$ cat src/stamh_ram.sv
`timescale 1ns / 1ps
`default_nettype none
// ----------------------------------------------------------------------------
// stamh_ram
// Generic single-write, single-read RAM with registered read data.
// ----------------------------------------------------------------------------
module stamh_ram #(
  parameter int WIDTH  = 8,
  parameter int DEPTH  = 16,
  parameter int ADDR_W = (DEPTH > 1) ? $clog2(DEPTH) : 1
) (
  input  wire logic              clk_i,
  input  wire logic              we_i,
  input  wire logic [ADDR_W-1:0] waddr_i,
  input  wire logic [WIDTH-1:0]  wdata_i,
  input  wire logic              re_i,
  input  wire logic [ADDR_W-1:0] raddr_i,
  output logic      [WIDTH-1:0]  rdata_o
);

  logic [WIDTH-1:0] mem_q [DEPTH];

  always_ff @(posedge clk_i) begin
    if (we_i) begin
      mem_q[waddr_i] <= wdata_i;
    end
    if (re_i) begin
      rdata_o <= mem_q[raddr_i];
    end
  end

endmodule
`default_nettype wire

$ cat config.mk
export PLATFORM = sky130hd
export DESIGN_NAME = stamh_ram
export DESIGN_NICKNAME = d
export VERILOG_FILES = /design/src/stamh_ram.sv
export SDC_FILE = /design/constraint.sdc
export NUM_CORES = 1
export LEC_CHECK = 0
export BUFFER_PORTS_ARGS = -buffer_cell sky130_fd_sc_hd__buf_2
export CORE_MARGIN = 3
export CORE_UTILIZATION = 50
export CTS_CLUSTER_SIZE = 25
export DETAILED_ROUTE_END_ITERATION = 12
export GPL_TIMING_DRIVEN = 0
export MAX_ROUTING_LAYER = met4
export PLACE_DENSITY = 0.77
export SETUP_SLACK_MARGIN = 0.5
export SLEW_MARGIN = 20
export SYNTH_ARGS = -nofsm -noshare
export SYNTH_HDL_FRONTEND = slang
export SYNTH_SLANG_ARGS = --single-unit
export TNS_END_PERCENT = 100
$ cat constraint.sdc
create_clock -name clk_i -period 1.74 [get_ports clk_i]
set_clock_uncertainty 0.2 [all_clocks]
set_input_delay 0.087 -clock clk_i [delete_from_list [all_inputs] [get_ports clk_i]]
set_output_delay 0.087 -clock clk_i [all_outputs]
set_load 0.1 [all_outputs]
======== Word-level counts from Yosys, hierarchy flattened ========
Memory sizes are Yosys's and may differ from the RTL's. A register that Yosys moved wholly into a read port is not among the register bits.
Index checks and enable logic that the tools add are counted.
word-level totals
  bits in latches ......................... 0
  logic and storage cells ................. 3
  bits in read-only memories .............. 0
  bits of input ports ..................... 19
  output and inout port bits .............. 8
  flip-flop bits (word level) ............. 0
  memories ................................ 1
  memory bits (writable) .................. 128
memory list
  memory  depth  bits a word  rd ports  clocked after memory_dff  wr ports  line  source
  mem_q   16     8            1         1                         1         21    logic [WIDTH-1:0] mem_q [DEPTH];
cells by class
  divide/modulo/power cells ............... 0
  multipliers ............................. 0
  bitwise operators ....................... 0
  equality and inequality tests ........... 0
  shift-type cells ........................ 0
  add/subtract/negate cells ............... 0
  $lt $le $gt $ge ......................... 0
  mux-type cells .......................... 2
  reduce and logical (&&, ||, !) cells .... 0
operators with widths
  kind               count
  two-way mux 1 bit  2

======== Depth between registers and ports, before layout ========
  depth in word-level cells ............... 2
  mapped depth ............................ 5
  depth with buffers taken out ............ 3

======== Least setup slack after synthesis ========
No wires, ideal clock.
  path type ............................... input -> register
  from .................................... in waddr_i[2]
  to ...................................... mem mem_q[0][0] (enable)
  data arrival time ....................... 1197 ps
  slack ................................... -40 ps
  library setup time ...................... 383 ps
  required time ........................... 1157 ps
  stages on the path ...................... 2
  buffers on the path ..................... 0
  cell sequence ........................... or3b_2 > nor3_1
RTL lines
  element      line  source
  from (decl)  14    input wire logic [ADDR_W-1:0] waddr_i,
  to (decl)    21
No word-level cell before the write port.

==> results by group <==
Synth
  • Async set-or-reset flop fraction in the synthesized netlist: 0
  • Yosys top cell by area: edfxtp_1
  • Most common cell in the netlist: edfxtp_1
  • Post-Syn Nets: 248
  • Register area share after synthesis: 0.781
  • Adder-cell share of the synthesized area: 0
  • Synth Flop Type: edfxtp_1
  • Synth Area in Compound Gates: 0.0230
  • Post-synth top area share: 0.781
  • Synthesized area per cell: 22.8 um2
  • EDFF count, synth: 136
  • Largest cells by area after synthesis: edfxtp_1 78%, mux4_2 7.8%, mux4_1 7.0%
  • Simple-gate portion of the synthesized area: 0.0314
  • Post-synthesis xor/xnor area fraction: 0
  • Largest family of logic cells by synthesized area: multiplexers
  • Yosys reg bits: 136
  • Post-synthesis cell area: 5230 um2
  • Synth top cells by count: 136 x edfxtp_1, 18 x mux4_2, 16 x a22oi_1, 14 x mux4_1, 13 x nor2_1
  • Post-synthesis cell count: 229
  • Post-synthesis cell type count: 18
  • Synth Warn #: 0
  • Post-synthesis mux area share: 0.148

Run
  • Max-Cap Viols: 0

Placement
  • Dpl ws: -49.5 ps
  • IO Port Bufs: 25
  • Routability cong.: 0.785
  • Post-detail-place hpwl: 6.04 mm
  • Post-Place Cell Area: 5580 um2

Pwr
  • Comb power frac: 0.069
  • Clock Power Share: 0.465
  • Switch share: 0.218
  • Internal Power: 6230 uW
  • P_sw: 1730 uW
  • VDD IR max: 0.000757 V
  • PwrDens: 1240 nW/um2
  • Reg power frac: 0.467
  • Leak pwr: 0.00207 uW

Detailed routing
  • DR pass1 iterations: 4
  • Drt wl/cell: 24.9 um
  • Mean number of vias per cell: 5.83
  • Vias: 2,497
  • Total wire length: 10.7 mm
  • Drt initial violations: 205
  • DRC Markers: 0
  • Final ANT Viol Nets: 0

Timing
  • Fin crit share: 0.947
  • Worst Hold Margin: -84.6 ps
  • Final hold vios: 57
  • Max-slew violations: 0
  • Setup tns final: 0 ps
  • RSZ-0062 raised after global routing: true
  • Worst Max-Slew Pin Slew: 731 ps
  • Tmin final: 1650 ps
  • Fmax: 607 MHz
  • # setup viols final: 0
  • Worst setup slack after layout: 91.7 ps
  • Relative slew slack: 0.511

Layout
  • Register area: 4080 um2
  • Layout cells sized above 1: 0.427
  • Area occupied by multi-input gates: 1150 um2
  • Finished Cell Area: 6400 um2
  • Fill count: 640
  • Area Overhead vs Synth: 22.5%
  • Util after Layout: 0.643
  • Inserted Diodes: 0
  • Net count, final: 301

Floorplan
  • Top Ports: 27
  • Core Rows: 36
  • Initial core utilization: 0.525
  • Core area: 9950 um2
  • DIE WIDTH: 108 um
  • Die Area: 11,700 um2
  • Chip Height: 108 um

Global route
  • First-pass GRT wire length: 15.8 mm
  • Number of global-route vias before repair: 2,606
  • Largest net degree at the start of global routing: 17
  • Initial antenna violation count: 0
  • GRT overflow: 0
  • Overall routing resource usage: 0.206

Worst setup path
  • Critical Path RT: 1800 ps
  • Setup crit end kind: flop
  • Critical path class: reg2reg
  • Setup crit start kind: flop
  • Crit-path max cell delay: 490 ps
  • Critical-path cell list: mux4_2 -> a22oi_2 -> nand2_1
  • Worst Path Arrival: 1710 ps
  • Crit-path max FO: 1
  • Slowest CP cell: mux4_2

Clocking
  • Htree depth: 4
  • Clk buf depth: 2
  • Postcts setup bufs: 0
  • TritonCTS clock tree: yes
  • Clock-pin slew on the worst setup and hold paths: 60 ps
  • Worst skew pair latency: 520 ps
  • Clock sink count: 136
  • CTS root buf: clkbuf_8
  • CTS Buf Count: 17
  • Hold-fix buffers, CTS: 9

Run status
  • Failing checks: hold timing
  • Status: finished, violations left

Min path
  • Hold Path Class: in2reg
-- repair_timing --
item	CTS	global route
gates resized for setup	25	6
endpoints found under the hold margin	197	56
endpoints found under the setup margin	24	48
pin swaps	4	2
-- kinds of logic (layout without fill, tap and decap cells) --
logic type	count (synthesis)	in the layout
buffers and inverters	10	76
and+or+nand+nor	35	35
muxes	32	32
DFF	136	136
AOI/OAI and AO/OA	16	16
-- metrics by stage --
step / total power [uW] / cells / hold slack (ps)
finish: 7960 / 428 / -84.6
floorplan: 4100 / 229 / -14.1
global route: 8180 / 428 / -87.9
detailed placement: 4270 / 387 / 239
global placement: 4250 / 387 / 218
CTS: 7990 / 428 / -106
-- path summary, 6_finish.rpt --
check                         startpoint                    end  slack [ps]  depth (start not counted)
hold / removal                waddr_i[1]  mem_q[4][7]$_DFFE_PP_         -80                          2
hold reg to reg   mem_q[10][6]$_DFFE_PP_   rdata_o[6]$_DFFE_PP_         580                          3
setup reg to reg   mem_q[8][5]$_DFFE_PP_   rdata_o[5]$_DFFE_PP_          90                          3
setup / recovery   mem_q[8][5]$_DFFE_PP_   rdata_o[5]$_DFFE_PP_          90                          3
-- flip-flops by register name, indices dropped and copies added, names as in the netlist --
| signal | cells |
|---|---|
| mem_q | 128 |
| rdata_o | 8 |
-- worst max-delay path: cells and delay by family, from the launching register on --
family | cells | cell delay, ps
muxes | 1 | 490
AOI/OAI and AO/OA | 1 | 190
and+or+nand+nor | 1 | 90
DFF | 1 | 420
-- placed cells by master, fill, tap and decap left out, types with 2 or more instances in the layout --
| cell type | n |
|---|---|
| bufinv_16 | 4 |
| clkinvlp_4 | 2 |
| mux4_2 | 32 |
| dlygate4sd3_1 | 9 |
| buf_12 | 3 |
| buf_2 | 20 |
| nand2_1 | 9 |
| nand2b_1 | 2 |
| nor2_4 | 3 |
| nand3b_1 | 2 |
| clkinv_4 | 7 |
| buf_6 | 8 |
| clkbuf_16 | 16 |
| a22oi_2 | 11 |
| edfxtp_1 | 136 |
| clkdlybuf4s25_2 | 3 |
| nor2_2 | 9 |
| nor3_4 | 3 |
| a22oi_1 | 5 |
-- per-layer routing --
metal,share of wire,wire length [um],GRT usage,up-vias
li1,-,-,-,1074
met2,0.51,5480,0.312,112
met4,0.024,261,0.0911,0
met3,0.079,846,0.0597,20
met1,0.38,4080,0.264,1291
met5,0,0,-,-
-- final cells by class --
class	count	share of cell area
multi-input combinational	83	0.179
clock inverter	14	0.0315
buffer	10	0.0188
timing repair buffer	34	0.0414
sequential	136	0.638
clock buffer	18	0.0653
tap	133	0.0260
-- power groups by stage --
stage | clock (uW) | combinational (uW) | sequential, uW
5_1_grt | 3880 | 576 | 3720
2_1_floorplan | 0 | 213 | 3890
6_report | 3700 | 546 | 3720
4_1_cts | 3730 | 542 | 3720
3_3_place_gp | 0 | 478 | 3770
3_5_place_dp | 0 | 489 | 3780
Power figures use the tool's default switching activity.
